<file path="config.mk">
export PLATFORM = sky130hd
export DESIGN_NAME = ipr_ram
export DESIGN_NICKNAME = d
export VERILOG_FILES = /design/src/ipr_ram.sv
export SDC_FILE = /design/constraint.sdc
export NUM_CORES = 1
export LEC_CHECK = 0
export BUFFER_PORTS_ARGS = -buffer_cell sky130_fd_sc_hd__buf_2
export CORE_MARGIN = 1.5
export CORE_UTILIZATION = 35
export CTS_CLUSTER_DIAMETER = 30
export DETAILED_ROUTE_END_ITERATION = 6
export GPL_ROUTABILITY_DRIVEN = 0
export PLACE_DENSITY = 0.6
export SLEW_MARGIN = 40
export SYNTH_ARGS = -nofsm -noshare
export SYNTH_HDL_FRONTEND = slang
export SYNTH_SLANG_ARGS = --single-unit
</file>
<file path="constraint.sdc">
create_clock -name clk -period 3.15 [get_ports clk]
set_input_delay 0.945 -clock clk [delete_from_list [all_inputs] [get_ports clk]]
set_output_delay 0.945 -clock clk [all_outputs]
set_load 0.01 [all_outputs]
</file>
<file path="src/ipr_ram.sv">
// ipr_ram: generic single-write, single-read memory with registered read data
// no dependencies

module ipr_ram #(
  parameter int WIDTH = 8,
  parameter int DEPTH = 16
) (
  input  logic                     clk,
  input  logic                     we,
  input  logic [$clog2(DEPTH)-1:0] waddr,
  input  logic [WIDTH-1:0]         wdata,
  input  logic [$clog2(DEPTH)-1:0] raddr,
  output logic [WIDTH-1:0]         rdata
);

  logic [WIDTH-1:0] mem [DEPTH];

  always_ff @(posedge clk) begin
    if (we) begin
      mem[waddr] <= wdata;
    end
    rdata <= mem[raddr];
  end

endmodule

</file>
# Word-level counts from Yosys, hierarchy flattened
# Memory sizes are Yosys's and may differ from the RTL's. A register that Yosys moved wholly into a read port is not among the register bits.
# Cells that the tools add are included.
# totals
mem_bits_rw	128
output_inout_bits	8
ff_bits	0
mem_count	1
# memory_table
memory	words	width	rd	rd_ports_with_merged_regs	wr	line	source
mem	16	8	1	1	1	16	logic [WIDTH-1:0] mem [DEPTH];
# op_classes
n_mux	2
# op_table
operator	count
$mux W1	2

# Depth between registers and ports, before layout
# Gate-level depths: netlist of the first run.
# logic_depth
depth_word	2
ltp_mapped	5

# Worst setup path before layout of the first run
# OpenSTA, ideal clock, no wires.
# synth_timing
path_kind	input to register
startpoint	input waddr[2]
endpoint	memory mem[0][0] (enable)
arrival_ns	2.055
path_stages	2
slack_ns	0.712
t_required_ns	2.767
path_buffers	0
setup_time_ns	0.383
cell_sequence	or3b_2 > nor3_1
# synth_rtl
item	line	source
from (decl)	10	input logic [$clog2(DEPTH)-1:0] waddr,
to (decl)	16	
# Straight into the memory's write port.

==> impl_metrics.ini, run 1 <==
[timing]
fin_crit_sh = 0.713
setup_slack_ns = 0.904
timing.hold.ws_ns = 0.662
layout_min_cycle_time_ns = 2.25
hold_viol_final = 0
rsz0062_at_grt = false
setup_violations = 0
worst_pin_slew_ns = 0.577
max_freq_mhz = 445
skew_ns = 0.00564
tns_ns = 0
drv_slew = 0
slew_headroom = 0.614

[placed_design]
portBuffers = 25
post-place-ws_ns = 0.417
dp_hpwl_mm = 6.86
post_dp_cell_area_um2 = 5570
dp_cells = 449

[worst_setup_path]
crit_type = in -> reg
crit_fanout = 12
reg2reg_to = rdata[3]
worstReg2RegStart = mem[1][3]
critical_path_arrival_ns = 2.54
critPathCaptureType = flip-flop
r2r_slack_ns = 1.72
rr_worst_depth = 3
start_kind = primary input
crit_required_ns = 3.45

[global_route]
track_usage = 0.143
grt_pass1_vias = 2547
grt-ovfl-total = 0
antenna_found_initial = 0
grt_max_degree = 22
grt_pass1_wl_mm = 15.7

[final_layout]
postLayoutCoreUtil = 0.422
final_common_cell = edfxtp_1
antennaDiodeCount = 0
mostFrequentLayoutCells = 128 x edfxtp_1, 25 x buf_2, 21 x buf_4
drive_gt1_frac = 0.308
stdcell_area_um2 = 6090
fin_cells = 479
fin_nets = 302
nFillCells = 1276
syn_to_final_growth_pct = 18.4

[clocking]
cts_sinks = 136
h-tree-depth = 4
cts.hold.buffers_added = 0
postCtsResizedCells = 0
worstSkewPairLatency_ns = 0.41
clk_pin_slew_worst_paths_ns = 0.05
ctsLongestPathBuffers = 2
cts-root-buf = clkbuf_16
numCtsBuffers = 17
cts_setup_buffers = 0
cts_tree = built

[die]
start_util = 0.357
row_count = 44
die_height_um = 124
dieWidth_um = 124
dieArea_um2 = 15400
core_area_um2 = 14400
ioPinCount = 26

[yosys]
synth_fp_nets = 247
synth-seq-area-share = 0.778
ys_ff_latch = 136
synth_warnings = 0
avgSynthCellArea_um2 = 22.5
syn_area_um2 = 5150
syn_inst = 229
synth_cell_types = 19

[power_and_ir_drop]
power_density_nw_per_um2 = 653
cellLeakagePower_nw = 2.07
p_total_mw = 3.98
vdd_drop_max_v = 0.000427

[hold_path]
hold_depth = 3
min_path_type = reg -> reg
min_to = rdata[2]
hp-start = mem[7][2]

[drt]
vias_per_cell = 5.13
detail_route.wirelength_mm = 10.4
antenna_left = 0
wl_per_cell_um = 21.7
post-route-drc-count = 0
vias = 2456
first_pass_iters = 4
drt_iter0_markers = 127

[run]
max-cap-violations = 0

[outcome]
outcome = completed
-- worst max path at each step --
stage           endpoint  slack [ns]  cells past startpoint  startpoint
5_1_grt         rdata[3]        0.79                      5    raddr[0]
3_5_place_dp    rdata[3]        0.42                      5    raddr[0]
4_1_cts         rdata[3]        0.85                      5    raddr[0]
6_report        rdata[3]        0.90                      5    raddr[0]
3_3_place_gp    rdata[3]        0.46                      5    raddr[0]
2_1_floorplan  mem[0][0]        0.71                      2    waddr[2]
-- logic make-up (layout without fill, tap and decap cells) --
kind of cell | after synthesis | after routing | share of synthesized area
flip-flops | 136 | 136 | 0.778
AND/OR/NAND/NOR | 35 | 35 | 0.0318
multiplexers | 32 | 32 | 0.150
AO/OA/AOI/OAI | 16 | 16 | 0.0233
buffers and inverters | 10 | 76 | 0.0168
-- synth_stat cells --
| cell type | count | share of area |
|---|---|---|
| nand3_1 | 1 | 0.00097 |
| mux4_1 | 14 | 0.071 |
| nand2b_1 | 2 | 0.0024 |
| buf_6 | 3 | 0.0066 |
| buf_2 | 3 | 0.0029 |
| nor2b_1 | 1 | 0.0012 |
| mux4_2 | 18 | 0.079 |
| dfxtp_1 | 8 | 0.031 |
| and2_1 | 1 | 0.0012 |
| clkdlybuf4s25_2 | 3 | 0.0058 |
| and2b_1 | 1 | 0.0015 |
| a22oi_1 | 16 | 0.023 |
| edfxtp_1 | 128 | 0.75 |
| nor2_1 | 13 | 0.0095 |
| or3b_2 | 1 | 0.0017 |
| nor3_1 | 4 | 0.0039 |
| buf_4 | 1 | 0.0015 |
| nand2_1 | 9 | 0.0066 |
| nand3b_1 | 2 | 0.0029 |
-- critical path, cell delays in order --
cell and delay, ns:
buf_2 0.25, buf_4 0.31, mux4_1 0.64, a22oi_1 0.30
nand2_1 0.09
-- sequential cells by signal, indices dropped and copies added (netlist names) --
register and count:
rdata 8, mem 128
-- cell type report --
type / instances / area (um2) / area share
flip-flops and latches: 136 / 4000 / 0.657
multi-input cells: 83 / 1060 / 0.174
clock inverters: 11 / 85.1 / 0.0140
well taps: 184 / 230 / 0.0378
clock buffers: 19 / 433 / 0.0711
repair buffers: 46 / 283 / 0.0464
-- layer usage --
metal / GRT usage / up-vias / share of wire
li1: - / 1080 / -
met1: 0.195 / 1280 / 0.46
met2: 0.215 / 84 / 0.47
met3: 0.0417 / 12 / 0.058
met4: 0.0629 / 0 / 0.016
met5: 0 / - / 0
-- power by group --
| part | switching, mW | internal [mW] |
|---|---|---|
| Combinational | 0.118 | 0.0800 |
| Clock | 0.686 | 1.06 |
| Sequential | 0.0119 | 2.02 |
Power figures use the tool's default switching activity.
==> inputs of run 2 (changes only) <==
clock period = 2.3 ns   (was 3.15 ns; I/O delays follow)
==> run 2 against run 1 <==
Die area unchanged. Non-clock buffer count increased by 2. Critical endpoint is now rdata[2]. Global-route usage decreased by 0.12 points. Clock power increased by 54%.
==> impl_metrics.ini, run 2 (synthesis gave the netlist of run 1 again) <==
[final_layout]
drive_gt1_frac = 0.314
regMostFlops = mem
final_common_cell = edfxtp_1
stdcell_area_um2 = 6220
postLayoutCoreUtil = 0.431
mostFrequentLayoutCells = 128 x edfxtp_1, 25 x buf_2, 20 x buf_4
antennaDiodeCount = 0
syn_to_final_growth_pct = 20.8
nFillCells = 1269
largest_reg_flops = 128
reg_top3 = mem: 128 flops, rdata: 8 flops
fin_cells = 483
fin_nets = 304

[die]
die_height_um = 124
start_util = 0.357
ioPinCount = 26
row_count = 44
dieArea_um2 = 15400
core_area_um2 = 14400
dieWidth_um = 124

[run]
max-cap-violations = 0

[clocking]
postCtsResizedCells = 0
h-tree-depth = 4
worstSkewPairLatency_ns = 0.41
clk_pin_slew_worst_paths_ns = 0.05
ctsLongestPathBuffers = 2
numCtsBuffers = 17
cts_tree = built
cts_sinks = 136
cts.hold.buffers_added = 0
cts-root-buf = clkbuf_16
cts_setup_buffers = 0

[power_and_ir_drop]
p_total_mw = 5.76
cellLeakagePower_nw = 2.12
power_density_nw_per_um2 = 926
vdd_drop_max_v = 0.000664

[outcome]
outcome = completed

[drt]
vias = 2441
wl_per_cell_um = 21.2
drt_iter0_markers = 224
post-route-drc-count = 0
first_pass_iters = 4
vias_per_cell = 5.05
antenna_left = 0
detail_route.wirelength_mm = 10.3

[timing]
skew_ns = 0.00791
worst_pin_slew_ns = 0.398
max_freq_mhz = 566
layout_min_cycle_time_ns = 1.77
timing.hold.ws_ns = 0.657
hold_viol_final = 0
rsz0062_at_grt = false
tns_ns = 0
setup_slack_ns = 0.535
fin_crit_sh = 0.768
drv_slew = 0
slew_headroom = 0.734
setup_violations = 0

[worst_setup_path]
crit_required_ns = 2.58
critical_path_arrival_ns = 2.05
cpLargestDelayFamily = multiplexers
crit_type = in -> reg
reg2reg_to = rdata[2]
start_kind = primary input
crit_fanout = 13
cp-endpoint = rdata[2]
slowest_stage = mux4_1
critPathCaptureType = flip-flop
rr_worst_depth = 3
r2r_slack_ns = 0.92
startpoint = raddr[0]
path_depth = 5
crit_chain = buf_2, buf_12, mux4_1, a22oi_1, nand2_1
cp_num_buf_inv = 2
cpPeakStageDelay_ns = 0.55
worstReg2RegStart = mem[9][2]

[placed_design]
portBuffers = 25
dp_hpwl_mm = 6.58
post_dp_cell_area_um2 = 5630
post-place-ws_ns = 0.0854
dp_cells = 451

[hold_path]
min_path_type = in -> reg

[global_route]
grt-ovfl-total = 0
antenna_found_initial = 0
grt_pass1_vias = 2623
grt_max_degree = 33
grt_pass1_wl_mm = 15.5
track_usage = 0.142
-- run 2: cell types whose count changed in the layout (fill, tap and decap cells not counted) --
cell        before  now
bufinv_16        1    3
buf_12           0    3
clkbuf_1         2    5
clkbuf_8         0    2
clkinv_4         2    1
clkinvlp_4       0    1
buf_4           21   20
clkinv_2         6    3
clkinv_1         2    0
-- run 2: how the worst min path moves through the flow --
stage | start | endpoint | slack (ns) | cells past startpoint
finish | wdata[4] | mem[2][4] | 0.66 | 1
global route | wdata[4] | mem[2][4] | 0.65 | 1
CTS | wdata[4] | mem[2][4] | 0.64 | 1
detailed placement | mem[7][2] | rdata[2] | 0.67 | 3
global placement | mem[7][2] | rdata[2] | 0.65 | 3
floorplan | mem[7][0] | rdata[0] | 0.63 | 3
-- run 2: cell type report --
| class | instances | area [um2] | area share |
|---|---|---|---|
| multi-input combinational | 83 | 1060 | 0.170 |
| sequential | 136 | 4000 | 0.644 |
| clock inverter | 8 | 121 | 0.0195 |
| tap | 184 | 230 | 0.0370 |
| clock buffer | 24 | 472 | 0.0758 |
| timing repair buffer | 48 | 335 | 0.0539 |
-- run 2: power by group --
part	internal [mW]	leakage [nW]	switching, mW
Combinational	0.118	0.605	0.150
Sequential	2.77	1.22	0.0198
Clock	1.76	0.288	0.940
Total	4.65	2.12	1.11
-- run 2: worst register-to-register path, cell delays in order, from the launching register on --
cell      delay (ns)
edfxtp_1        0.35
mux4_1          0.50
a22oi_1         0.30
nand2_1         0.10
-- run 2: layer usage --
metal | global-route usage | wire length (um)
met5 | 0 | 0
met4 | 0.0527 | 106
met3 | 0.0481 | 456
met2 | 0.219 | 5020
met1 | 0.188 | 4680
