**config.mk**
```make
export PLATFORM = sky130hd
export DESIGN_NAME = ipr_fifo
export DESIGN_NICKNAME = d
export VERILOG_FILES = /design/src/ipr_pkg.sv /design/src/ipr_fifo.sv
export SDC_FILE = /design/constraint.sdc
export NUM_CORES = 1
export LEC_CHECK = 0
export BUFFER_PORTS_ARGS = -buffer_cell sky130_fd_sc_hd__buf_2
export CAP_MARGIN = 20
export CORE_MARGIN = 4
export CORE_UTILIZATION = 25
export DETAILED_ROUTE_END_ITERATION = 8
export PLACE_DENSITY = 0.52
export SKIP_CTS_REPAIR_TIMING = 1
export SLEW_MARGIN = 20
export SYNTH_ARGS = -nofsm -noshare
export SYNTH_HDL_FRONTEND = slang
export SYNTH_SLANG_ARGS = --single-unit
```
**constraint.sdc**
```tcl
create_clock -name clk -period 2.15 [get_ports clk]
set_input_delay 0.1075 -clock clk [delete_from_list [all_inputs] [get_ports clk]]
set_output_delay 0.1075 -clock clk [all_outputs]
set_load 0.1 [all_outputs]
```
**src/ipr_pkg.sv**
```systemverilog
// ipr_pkg: shared types and constants of the isolated pixel remover
// no dependencies; used by the interfaces and all modules but ipr_ram

package ipr_pkg;

  localparam int DEF_MAX_WIDTH  = 2048;
  localparam int DEF_MAX_HEIGHT = 2048;

  localparam int CFG_W     = 12;
  localparam int CFG_IDX_W = 2;
  localparam int PIX_W     = 8;
  localparam int WIN_W     = 9;
  localparam int LINE_W    = PIX_W + 1;

  localparam int RESET_WIDTH  = 640;
  localparam int RESET_HEIGHT = 480;

  localparam logic [CFG_IDX_W-1:0] REG_IMAGE_WIDTH  = 2'd0;
  localparam logic [CFG_IDX_W-1:0] REG_IMAGE_HEIGHT = 2'd1;

  localparam logic REQ_PIXEL = 1'b0;
  localparam logic REQ_DRAIN = 1'b1;

  localparam logic [PIX_W-1:0] BLACK = 8'd0;
  localparam logic [PIX_W-1:0] WHITE = 8'd255;

  localparam int CENTER_BIT = 4;

  localparam int QUEUE_DEPTH = 4;
  localparam int Q_PTR_W     = $clog2(QUEUE_DEPTH);
  localparam int Q_LVL_W     = $clog2(QUEUE_DEPTH + 1);

  typedef struct packed {
    logic [PIX_W-1:0] value;
    logic [WIN_W-1:0] window;
    logic             interior;
    logic             last;
  } ipr_job_t;

endpackage

```
**src/ipr_fifo.sv**
```systemverilog
// ipr_fifo: short job queue between the front and back parts
// depends on ipr_pkg for the job type and queue depth

module ipr_fifo import ipr_pkg::*; (
  input  logic               clk,
  input  logic               rst_n,
  input  logic               push,
  input  ipr_job_t           push_job,
  input  logic               pop,
  output logic               q_valid,
  output ipr_job_t           q_job,
  output logic [Q_LVL_W-1:0] level
);

  ipr_job_t           slots [QUEUE_DEPTH];
  logic [Q_PTR_W-1:0] wptr_r, wptr_nxt;
  logic [Q_PTR_W-1:0] rptr_r, rptr_nxt;
  logic [Q_LVL_W-1:0] count_r, count_nxt;
  logic               do_pop;

  assign q_valid = count_r != '0;
  assign q_job   = slots[rptr_r];
  assign level   = count_r;
  assign do_pop  = pop && q_valid;

  always_comb begin
    wptr_nxt  = wptr_r;
    rptr_nxt  = rptr_r;
    count_nxt = count_r;
    if (push) begin
      wptr_nxt = (wptr_r == Q_PTR_W'(QUEUE_DEPTH - 1)) ? '0 : wptr_r + 1'b1;
    end
    if (do_pop) begin
      rptr_nxt = (rptr_r == Q_PTR_W'(QUEUE_DEPTH - 1)) ? '0 : rptr_r + 1'b1;
    end
    if (push && !do_pop) begin
      count_nxt = count_r + 1'b1;
    end else if (!push && do_pop) begin
      count_nxt = count_r - 1'b1;
    end
  end

  always_ff @(posedge clk) begin
    if (!rst_n) begin
      wptr_r  <= '0;
      rptr_r  <= '0;
      count_r <= '0;
    end else begin
      wptr_r  <= wptr_nxt;
      rptr_r  <= rptr_nxt;
      count_r <= count_nxt;
    end
  end

  always_ff @(posedge clk) begin
    if (push) begin
      slots[wptr_r] <= push_job;
    end
  end

endmodule

```
# After elaboration in Yosys (flattened, before gate mapping)
# Memories as Yosys holds them, arrays and structs flattened. A register that Yosys moved wholly into a read port is not among the register bits.
# Index checks and enable logic that the tools add are counted.
[totals] ff_bits=7 ramBits=76 inputBits=23 out_inout_bits=23 elab_cells=25 n_memories=1
[classes] add_sub_neg=4 n_eq_ne=2 mux=8 reduce_logical=7
[memory_table] name="slots" depth=4 width=19 read_ports=1 rd_clocked_by_memory_dff=1 write_ports=1 line="ipr_fifo.sv:15" source="ipr_job_t slots [QUEUE_DEPTH];"
[op_table] op="two-way mux 2 bit" n=4
[op_table] op="two-way mux 3 bit" n=2
[op_table] op="adder 2 x 1 -> 2 bit (second input constant)" n=2
[op_table] op="== test 2 bit (second input constant)" n=2
[op_table] op="adder 3 x 1 -> 3 bit (second input constant)" n=1
[op_table] op="logical AND 1 bit" n=3
[op_table] op="nonzero test 3 bit" n=1
[op_table] op="subtractor 3 x 1 -> 3 bit (second input constant)" n=1
[op_table] op="logical NOT 1 bit" n=2
[op_table] op="two-way mux 1 bit" n=2
[op_table] op="nonzero test 2 bit" n=1

# Longest topological paths before layout
# Gate-level depths: netlist of run 1.
[logic_depth] depth_word=5 depth_mapped=7 ltp_nobuf=7

# Least setup slack after synthesis of run 1
# Ideal clock, no wire load.
[synth_timing] kind="flip-flop to flip-flop" from="reg count_r[0] (netlist: level[0])" to="reg count_r[2] (netlist: level[2])" setup_time_ps=76 t_arrival_ps=2517 required_time_ps=2074 slack_ps=-442 path_stages_with_launch=8 n_path_buf=0 period_less_slack_ps=2592 path_cell_list="dfxtp_1 > o31ai_1 > ha_1 > inv_1 > fa_1 > xor2_1 > or3_1 > a21boi_0"
[synth_between] elab_chain_cells=5 word_cells_on_any_way=10 classes_between="add/sub (2); mux (2); reduce/logical (6)"
[synth_lines] element="start: declaration" line="ipr_fifo.sv:18" source="logic [Q_LVL_W-1:0] count_r, count_nxt;"
[synth_lines] element="start signal: assignment" line="ipr_fifo.sv:51" source="count_r <= count_nxt;"
[synth_lines] element="branches (longest 5 deep; another with subtractor 3 x 1 -> 3 bit)"
# Several ways; the timed one is not identified. The select of a mux whose other input is x is not followed.
# A chain may end at the register's enable or synchronous reset.

# Final worst setup path of run 1
[layout_timing] from="reg count_r[1] (netlist: level[1])" to="reg count_r[2] (netlist: level[2])"
# The elaborated chain is that of the path after synthesis.

==> results.py, run 1 <==
metrics = {
    "critical_path": {
        "crit_fanout": 5,
        "required_ns": 2.40,
        "rrSetupSlack_ns": 0.11,
        "worstSetupStartpointType": "flop",
        "critical_path_arrival_ns": 2.29,
        "end_kind": "flop",
        "critPathKind": "reg -> reg",
    },
    "grt": {
        "grt_max_degree": 20,
        "antenna_found_initial": 0,
        "grt_use_met3_pct": 3.90,
        "gr-total-overflow": 0,
        "gr-usage-met1_pct": 10.1,
        "grt_pass1_vias": 1578,
        "grt.total_usage_pct": 8.44,
        "grt.busiest_layer": "met2",
        "grt_first_pass_wirelength_um": 8980,
        "use_met2_pct": 13.2,
    },
    "logic_synthesis": {
        "synthXorXnorAreaFrac_pct": 0.541,
        "synth_top_flop_cell": "edfxtp_1",
        "synth_fa_ha_area_share_pct": 2.94,
        "ys_types": 22,
        "syn_area_um2": 3240,
        "syn-num-nets": 174,
        "avgSynthCellArea_um2": 22.5,
        "synthSimpleGateAreaFrac_pct": 2.71,
        "ys_seq_area_share_pct": 76.1,
        "yosysWarningCount": 0,
        "postSynthCellCount": 144,
        "synth_compound_area_share_pct": 0.928,
        "ys_ff_latch": 85,
        "async_reset_ff_share_pct": 0,
        "synthMuxAreaShare_pct": 15.2,
        "synth_top_family_by_area": "multiplexers",
        "synth-edff-count": 76,
    },
    "drt": {
        "vias": 1578,
        "first_pass_iters": 4,
        "first_iter_violations": 67,
        "avgViaCountPerCell": 3.98,
        "wl_um": 5850,
        "ant_nets": 0,
        "route.detailed.drc": 0,
        "detail_route.wl_per_cell_um": 14.8,
    },
    "floorplan": {
        "die_area_um2": 14800,
        "coreArea_um2": 12700,
        "fp-row-count": 41,
        "initial_utilization_pct": 25.5,
        "ioPinCount": 46,
        "die_x_um": 122,
        "die_h_um": 122,
    },
    "layout": {
        "fin_area_um2": 4160,
        "drive_gt1_share_pct": 36.2,
        "antennaDiodeCount": 0,
        "layout.nets": 249,
        "finalNonFillerCells": 396,
        "synthToLayoutAreaGrowth_pct": 28.6,
    },
    "clock_tree": {
        "clkLatencyLatePin_ns": 0.33,
        "clock_sinks": 85,
        "cts_max_path_buffers": 2,
        "cts_tree": "built",
        "path_clk_slew_ns": 0.06,
        "htreeDepth": 3,
        "tritoncts.num_buffers": 9,
        "cts_root_buf": "clkbuf_16",
    },
    "power_and_ir_drop": {
        "irDropWorstVdd_uv": 417,
        "p_comb_share_pct": 37.8,
        "power.total_uw": 5410,
        "seqPwrFrac_pct": 36.7,
        "p_leak_uw": 0.00145,
        "switching_power_uw": 2230,
        "pwr_density_cell_nw_per_um2": 1300,
        "intPower_uw": 3180,
        "p_clk_share_pct": 25.5,
        "swShare_pct": 41.2,
    },
    "timing": {
        "fmax_mhz": 490,
        "setup_viol": 0,
        "worst_pin_slew_ns": 0.500,
        "min_period_ns": 2.04,
        "hold_slack_ns": -0.00118,
        "maxSlewViolCount": 0,
        "final_hold_viol_count": 4,
        "grt_setup_unrepaired": "false",
        "max-slew-margin-rel_pct": 66.9,
        "fin_crit_sh_pct": 95.0,
        "tns_ns": 0,
        "finalClockSkew_ns": 0.00361,
    },
    "run_status": {
        "status": "finished with violations",
        "violations": "negative hold slack",
    },
    "placed_design": {
        "port_buffers": 45,
        "hpwlAfterDp_um": 3590,
        "placed_area_um2": 3720,
        "dp_cells": 363,
        "place_congestion": 0.669,
    },
    "hold_path": {
        "hp-class": "in -> reg",
    },
    "run": {
        "cap_violations": 0,
    },
}
path summary, 6_finish.rpt:
path	depth (start not counted)	startpoint	to
max	7	level[1]	level[2]
min	1	push_job[2]	slots[3][2]
min reg2reg	2	level[2]	level[2]
max reg2reg	7	level[1]	level[2]
sequential cells by signal, summed over array words and instances (netlist names), named ones only:
signal  flops
slots      76
wptr_r      2
level       3
rptr_r      2
layout by cell type (no fill, tap or decap), types with 3 or more instances in the layout:
master,synthesis,final
dlygate4sd3_1,0,17
clkinvlp_4,0,3
dfxtp_1,9,6
ha_1,6,6
inv_1,3,3
buf_4,0,5
mux4_2,10,10
and2_1,5,5
edfxtp_1,76,76
mux4_1,9,9
buf_2,2,45
mux2i_1,3,3
nor2b_1,3,3
o21ai_0,3,3
clkbuf_16,0,9
synthesized netlist by cell type, types with 3 or more instances:
cell / n / share of area [%]
mux4_2: 10 / 7.0
mux4_1: 9 / 7.3
dfxtp_1: 9 / 5.6
inv_1: 3 / 0.35
edfxtp_1: 76 / 71
nor2b_1: 3 / 0.58
and2_1: 5 / 0.97
o21ai_0: 3 / 0.46
ha_1: 6 / 2.3
mux2i_1: 3 / 0.93
power by group through the flow:
| stage | clock (uW) | combinational [uW] | sequential (uW) |
|---|---|---|---|
| 6_report | 1380 | 2040 | 1990 |
| 3_5_place_dp | 0 | 2050 | 2030 |
| 5_1_grt | 1510 | 2130 | 2000 |
| 3_3_place_gp | 0 | 2050 | 2020 |
| 2_1_floorplan | 0 | 1620 | 2150 |
| 4_1_cts | 1440 | 2050 | 1990 |
critical path, stage by stage (launching register included):
cell,delay [ns]
dfxtp_4,0.36
o31ai_4,0.30
ha_1,0.24
inv_1,0.06
fa_1,0.38
xor2_1,0.18
or3_1,0.30
a21boi_0,0.15
per-stage QoR:
stage | util [%] | setup WS (ns)
3_5_place_dp | 29.3 | 0.127
5_1_grt | 32.8 | 0.00494
6_report | 32.8 | 0.108
4_1_cts | 31.5 | 0.0932
2_1_floorplan | - | 0.0614
3_3_place_gp | 29.3 | 0.159
per-layer routing:
layer / routed length [um] / part of all wire, % / vias to the layer above
met5: 0 / 0 / -
met4: 125 / 2.1 / 0
met3: 314 / 5.4 / 11
met2: 2870 / 49 / 35
met1: 2530 / 43 / 789
li1: - / - / 743
cell families after synthesis:
logic type | after synthesis
compound gates | 5
xor+xnor | 2
fa+ha+maj | 7
buf+inv | 7
flops | 85
mux | 22
simple gates | 16
area by class of cell:
type,instances,area [um2]
Clock buffer,9,225
Tap cell,172,215
Fill cell,1229,8510
Sequential cell,85,2470
Inverter,3,11.3
Clock inverter,7,50.0
Timing Repair Buffer,68,453
Multi-Input combinational cell,52,736
Power figures use the tool's default switching activity.
==> inputs of run 2 (changes only) <==
--- a/config.mk
+++ b/config.mk
@@ -9,6 +9,7 @@
 export CAP_MARGIN = 20
 export CORE_MARGIN = 4
 export CORE_UTILIZATION = 25
+export CTS_BUF_LIST = sky130_fd_sc_hd__clkbuf_4
 export DETAILED_ROUTE_END_ITERATION = 8
 export PLACE_DENSITY = 0.52
 export SKIP_CTS_REPAIR_TIMING = 1
==> run 2 against run 1 <==
The flow now finishes without violations. Global-route usage decreased by 0.082 points. Final cell count increased by 1.0%. Combinational power about the same. Highest routed layer unchanged. Clock power decreased by 45%.
==> results.py, run 2 (same netlist as run 1, synthesis figures left out) <==
metrics = {
    "run_status": {
        "status": "finished clean",
    },
    "power_and_ir_drop": {
        "p_leak_uw": 0.00140,
        "irDropWorstVdd_uv": 418,
        "pwr_density_cell_nw_per_um2": 1190,
        "power.total_uw": 4800,
    },
    "drt": {
        "first_iter_violations": 57,
        "route.detailed.drc": 0,
        "ant_nets": 0,
        "first_pass_iters": 4,
        "detail_route.wl_per_cell_um": 14.4,
        "wl_um": 5780,
        "avgViaCountPerCell": 3.95,
        "vias": 1581,
    },
    "layout": {
        "largest_register_ffs": 76,
        "drive_gt1_share_pct": 36.0,
        "layout.nets": 253,
        "layout_common_cells": "edfxtp_1 (76), buf_2 (45), dlygate4sd3_1 (21)",
        "top_register": "slots",
        "layout_commonest_cell": "edfxtp_1",
        "synthToLayoutAreaGrowth_pct": 25.0,
        "fillerInstances": 1246,
        "fin_area_um2": 4050,
        "antennaDiodeCount": 0,
    },
    "floorplan": {
        "coreArea_um2": 12700,
        "initial_utilization_pct": 25.5,
        "fp-row-count": 41,
        "ioPinCount": 46,
        "die_area_um2": 14800,
        "die_h_um": 122,
        "die_x_um": 122,
    },
    "timing": {
        "max-slew-margin-rel_pct": 67.0,
        "grt_setup_unrepaired": "false",
        "setup_viol": 0,
        "tns_ns": 0,
        "final_hold_viol_count": 0,
        "fin_crit_sh_pct": 95.4,
        "finalClockSkew_ns": 0.00698,
        "hold_slack_ns": 0.0675,
        "fmax_mhz": 487,
        "min_period_ns": 2.05,
        "worst_pin_slew_ns": 0.498,
        "maxSlewViolCount": 0,
    },
    "clock_tree": {
        "cts_tree": "built",
        "path_clk_slew_ns": 0.13,
        "tritoncts.num_buffers": 9,
        "clkLatencyLatePin_ns": 0.41,
        "cts_max_path_buffers": 2,
        "htreeDepth": 3,
        "clock_sinks": 85,
        "cts_root_buf": "clkbuf_4",
    },
    "critical_path": {
        "critPathBufInv": 1,
        "crit_fanout": 5,
        "cpPeakStageDelay_ns": 0.39,
        "required_ns": 2.50,
        "worstSetupStartpointType": "flop",
        "r2r_cells": 7,
        "critPathTopFamily": "adder cells",
        "critPathSlowestCell": "dfxtp_4",
        "critical_path_arrival_ns": 2.40,
        "path_depth": 7,
        "crit_chain": "o31ai_4, ha_2, inv_1, fa_1, xor2_1, or3_1, a21boi_0",
        "end_kind": "flop",
        "critPathKind": "reg -> reg",
    },
    "grt": {
        "grt_max_degree": 20,
        "grt_first_pass_wirelength_um": 8900,
        "gr-total-overflow": 0,
        "grt.total_usage_pct": 8.36,
        "grt_pass1_vias": 1557,
        "antenna_found_initial": 0,
    },
    "placed_design": {
        "place_congestion": 0.669,
        "placed_area_um2": 3720,
        "hpwlAfterDp_um": 3590,
        "port_buffers": 45,
    },
    "hold_path": {
        "hold_path_depth": 3,
        "hp-class": "in -> reg",
    },
    "run": {
        "cap_violations": 0,
    },
}
-- run 2: cell count changes in the layout (fill, tap and decap cells not counted), sizes merged --
| cell | before | now |
|---|---|---|
| dlygate4sd3 | 17 | 21 |
-- run 2: stage by stage --
stage               setup WS, ns  std cells  util, %
global route             0.00107        400     31.9
global placement           0.159        363     29.3
CTS                       0.0367        379     30.3
floorplan                 0.0614        144        -
detailed placement         0.127        363     29.3
finish                    0.0984        400     31.9
-- run 2: worst register-to-register path: cells and delay by family (launching register included) --
family	cells	cell delay [ns]
and+or+nand+nor	1	0.29
xor gates and xnor gates	1	0.18
buffers and inverters	1	0.05
adders and majority gates	2	0.62
DFF	1	0.39
AOI/OAI and AO/OA	2	0.45
-- run 2: cell type report --
cell class                      count  area [um2]  share of cell area, %
Multi-Input combinational cell     52         738                   18.2
Tap cell                          172         215                   5.32
Inverter                            3        11.3                  0.278
Clock buffer                        9        67.6                   1.67
Clock inverter                      7        50.0                   1.24
Timing Repair Buffer               72         493                   12.2
Sequential cell                    85        2470                   61.1
-- run 2: power by group --
| part | leakage (uW) | switching, uW | internal (uW) |
|---|---|---|---|
| combinational | 0.000564 | 1570 | 484 |
| sequential | 0.000774 | 65.1 | 1920 |
| clock | 0.0000583 | 523 | 238 |
-- run 2: routing by layer --
layer	track usage, %	vias to the layer above	part of all wire [%]
met3	4.32	8	5.5
met4	2.66	0	1.5
li1	-	752	-
met2	13.2	31	49
met5	0	-	0
met1	9.98	790	44
-- run 2: final timing paths --
path | startpoint | endpoint | slack [ns]
worst max-delay path | level[1] | level[2] | 0.1
worst max register to register | level[1] | level[2] | 0.1
worst min register to register | level[2] | level[2] | 0.53
worst min-delay path | push | wptr_r[0] | 0.07
==> inputs of run 3 (changes only) <==
--- a/config.mk
+++ b/config.mk
@@ -12,6 +12,7 @@
 export CTS_BUF_LIST = sky130_fd_sc_hd__clkbuf_4
 export DETAILED_ROUTE_END_ITERATION = 8
 export PLACE_DENSITY = 0.52
+export SETUP_SLACK_MARGIN = 0.3
 export SKIP_CTS_REPAIR_TIMING = 1
 export SLEW_MARGIN = 20
 export SYNTH_ARGS = -nofsm -noshare
==> run 3 against run 2 <==
Highest routed layer unchanged. Via count is 0.32% lower. Maximum frequency is 5.0% higher. Largest cell class unchanged. Clock power is 16% higher. Critical endpoint is now q_job[16].
==> results.py, run 3 (same netlist as run 1, synthesis figures left out) <==
metrics = {
    "run_status": {
        "status": "finished clean",
    },
    "grt": {
        "grt.total_usage_pct": 8.13,
        "grt_first_pass_wirelength_um": 8420,
        "gr-total-overflow": 0,
        "antenna_found_initial": 0,
        "grt_pass1_vias": 1554,
        "grt_max_degree": 20,
    },
    "placed_design": {
        "place_congestion": 0.661,
        "hpwlAfterDp_um": 3540,
        "port_buffers": 45,
    },
    "drt": {
        "wl_um": 6240,
        "first_pass_iters": 4,
        "first_iter_violations": 75,
        "vias": 1576,
        "route.detailed.drc": 0,
        "avgViaCountPerCell": 3.91,
        "detail_route.wl_per_cell_um": 15.5,
        "ant_nets": 0,
    },
    "floorplan": {
        "fp-row-count": 41,
        "die_area_um2": 14800,
        "coreArea_um2": 12700,
        "initial_utilization_pct": 25.5,
        "ioPinCount": 46,
        "die_h_um": 122,
        "die_x_um": 122,
    },
    "layout": {
        "layout_commonest_cell": "edfxtp_1",
        "layout_common_cells": "edfxtp_1 (76), buf_2 (26), dlygate4sd3_1 (20)",
        "regArea_um2": 2480,
        "layout.nets": 256,
        "multiInputGateArea_um2": 729,
        "synthToLayoutAreaGrowth_pct": 31.0,
        "drive_gt1_share_pct": 39.4,
        "fillerInstances": 1239,
        "antennaDiodeCount": 0,
        "largest_register_ffs": 76,
        "top_register": "slots",
    },
    "power_and_ir_drop": {
        "power.total_uw": 5260,
        "pwr_density_cell_nw_per_um2": 1240,
        "p_leak_uw": 0.00147,
        "irDropWorstVdd_uv": 743,
    },
    "critical_path": {
        "required_ns": 2.04,
        "critPathBufInv": 2,
        "end_kind": "primary output",
        "path_depth": 3,
        "crit_chain": "buf_12, mux4_1, buf_6",
        "critPathTopFamily": "multiplexers",
        "r2r_cells": 7,
        "critPathSlowestCell": "mux4_1",
        "cpPeakStageDelay_ns": 0.60,
        "critical_path_arrival_ns": 1.85,
        "critPathKind": "reg -> out",
        "crit_fanout": 10,
        "worstSetupStartpointType": "flop",
    },
    "clock_tree": {
        "htreeDepth": 3,
        "cts_tree": "built",
        "cts_max_path_buffers": 2,
        "clock_sinks": 85,
        "path_clk_slew_ns": 0.12,
        "cts_root_buf": "clkbuf_4",
        "tritoncts.num_buffers": 9,
        "clkLatencyLatePin_ns": 0.43,
    },
    "timing": {
        "grt_setup_unrepaired": "true",
        "min_period_ns": 1.95,
        "final_hold_viol_count": 0,
        "fmax_mhz": 512,
        "fin_crit_sh_pct": 90.9,
        "worst_pin_slew_ns": 0.491,
        "finalClockSkew_ns": 0.00776,
        "maxSlewViolCount": 0,
        "max-slew-margin-rel_pct": 67.5,
        "setup_viol": 0,
        "tns_ns": 0,
        "hold_slack_ns": 0.0434,
    },
    "hold_path": {
        "hold_path_depth": 3,
        "hp-class": "in -> reg",
    },
    "run": {
        "cap_violations": 0,
    },
}
run 3: changes by cell type in the layout (fill, tap and decap cells not counted), sizes merged:
cell / delta
buf: +3
clkbuf: +2
clkinvlp: -2
bufinv: +1
clkinv: +1
dlygate4sd3: -1
inv: -1
run 3: routing by layer:
layer  track usage, %  vias up  part of all wire (%)
met5                0        -                     0
met4             3.57        0                   1.6
met3             3.67        7                   4.2
met2             13.7       28                    52
met1             8.80      787                    42
li1                 -      754                     -
run 3: cell type report:
cell class | count | area share (%)
tap | 172 | 5.08
multi-input combinational | 52 | 17.2
clock inverter | 6 | 1.50
sequential | 85 | 58.4
clock buffer | 10 | 1.77
timing repair buffer | 75 | 15.8
inverter | 3 | 0.266
run 3: tightest hold or removal path: cells and delay by family:
family	cells	cell delay, ns
buffers and inverters	1	0.15
AND/OR/NAND/NOR	1	0.09
multiplexers	1	0.09
run 3: stage by stage:
stage	cells	setup WS (ns)	cell area, um2	util (%)
floorplan	144	0.153	3270	-
global placement	363	0.240	3720	29.4
detailed placement	363	0.188	3720	29.4
CTS	379	0.0470	3860	30.5
global route	403	0.0864	4240	33.5
finish	403	0.196	4240	33.5
run 3: final timing paths:
check / from / endpoint / slack [ns]
setup / recovery: flop / q_job[16] / 0.20
hold / removal: push / wptr_r[1] / 0.04
setup reg to reg: level[1] / level[2] / 0.21
hold reg to reg: level[2] / level[2] / 0.54
run 3: report_power, final:
| group | internal [uW] | leakage (uW) | switching, uW |
|---|---|---|---|
| sequential | 1930 | 0.000775 | 83.6 |
| combinational | 740 | 0.000621 | 1630 |
| clock | 366 | 0.0000740 | 516 |
| total | 3030 | 0.00147 | 2230 |
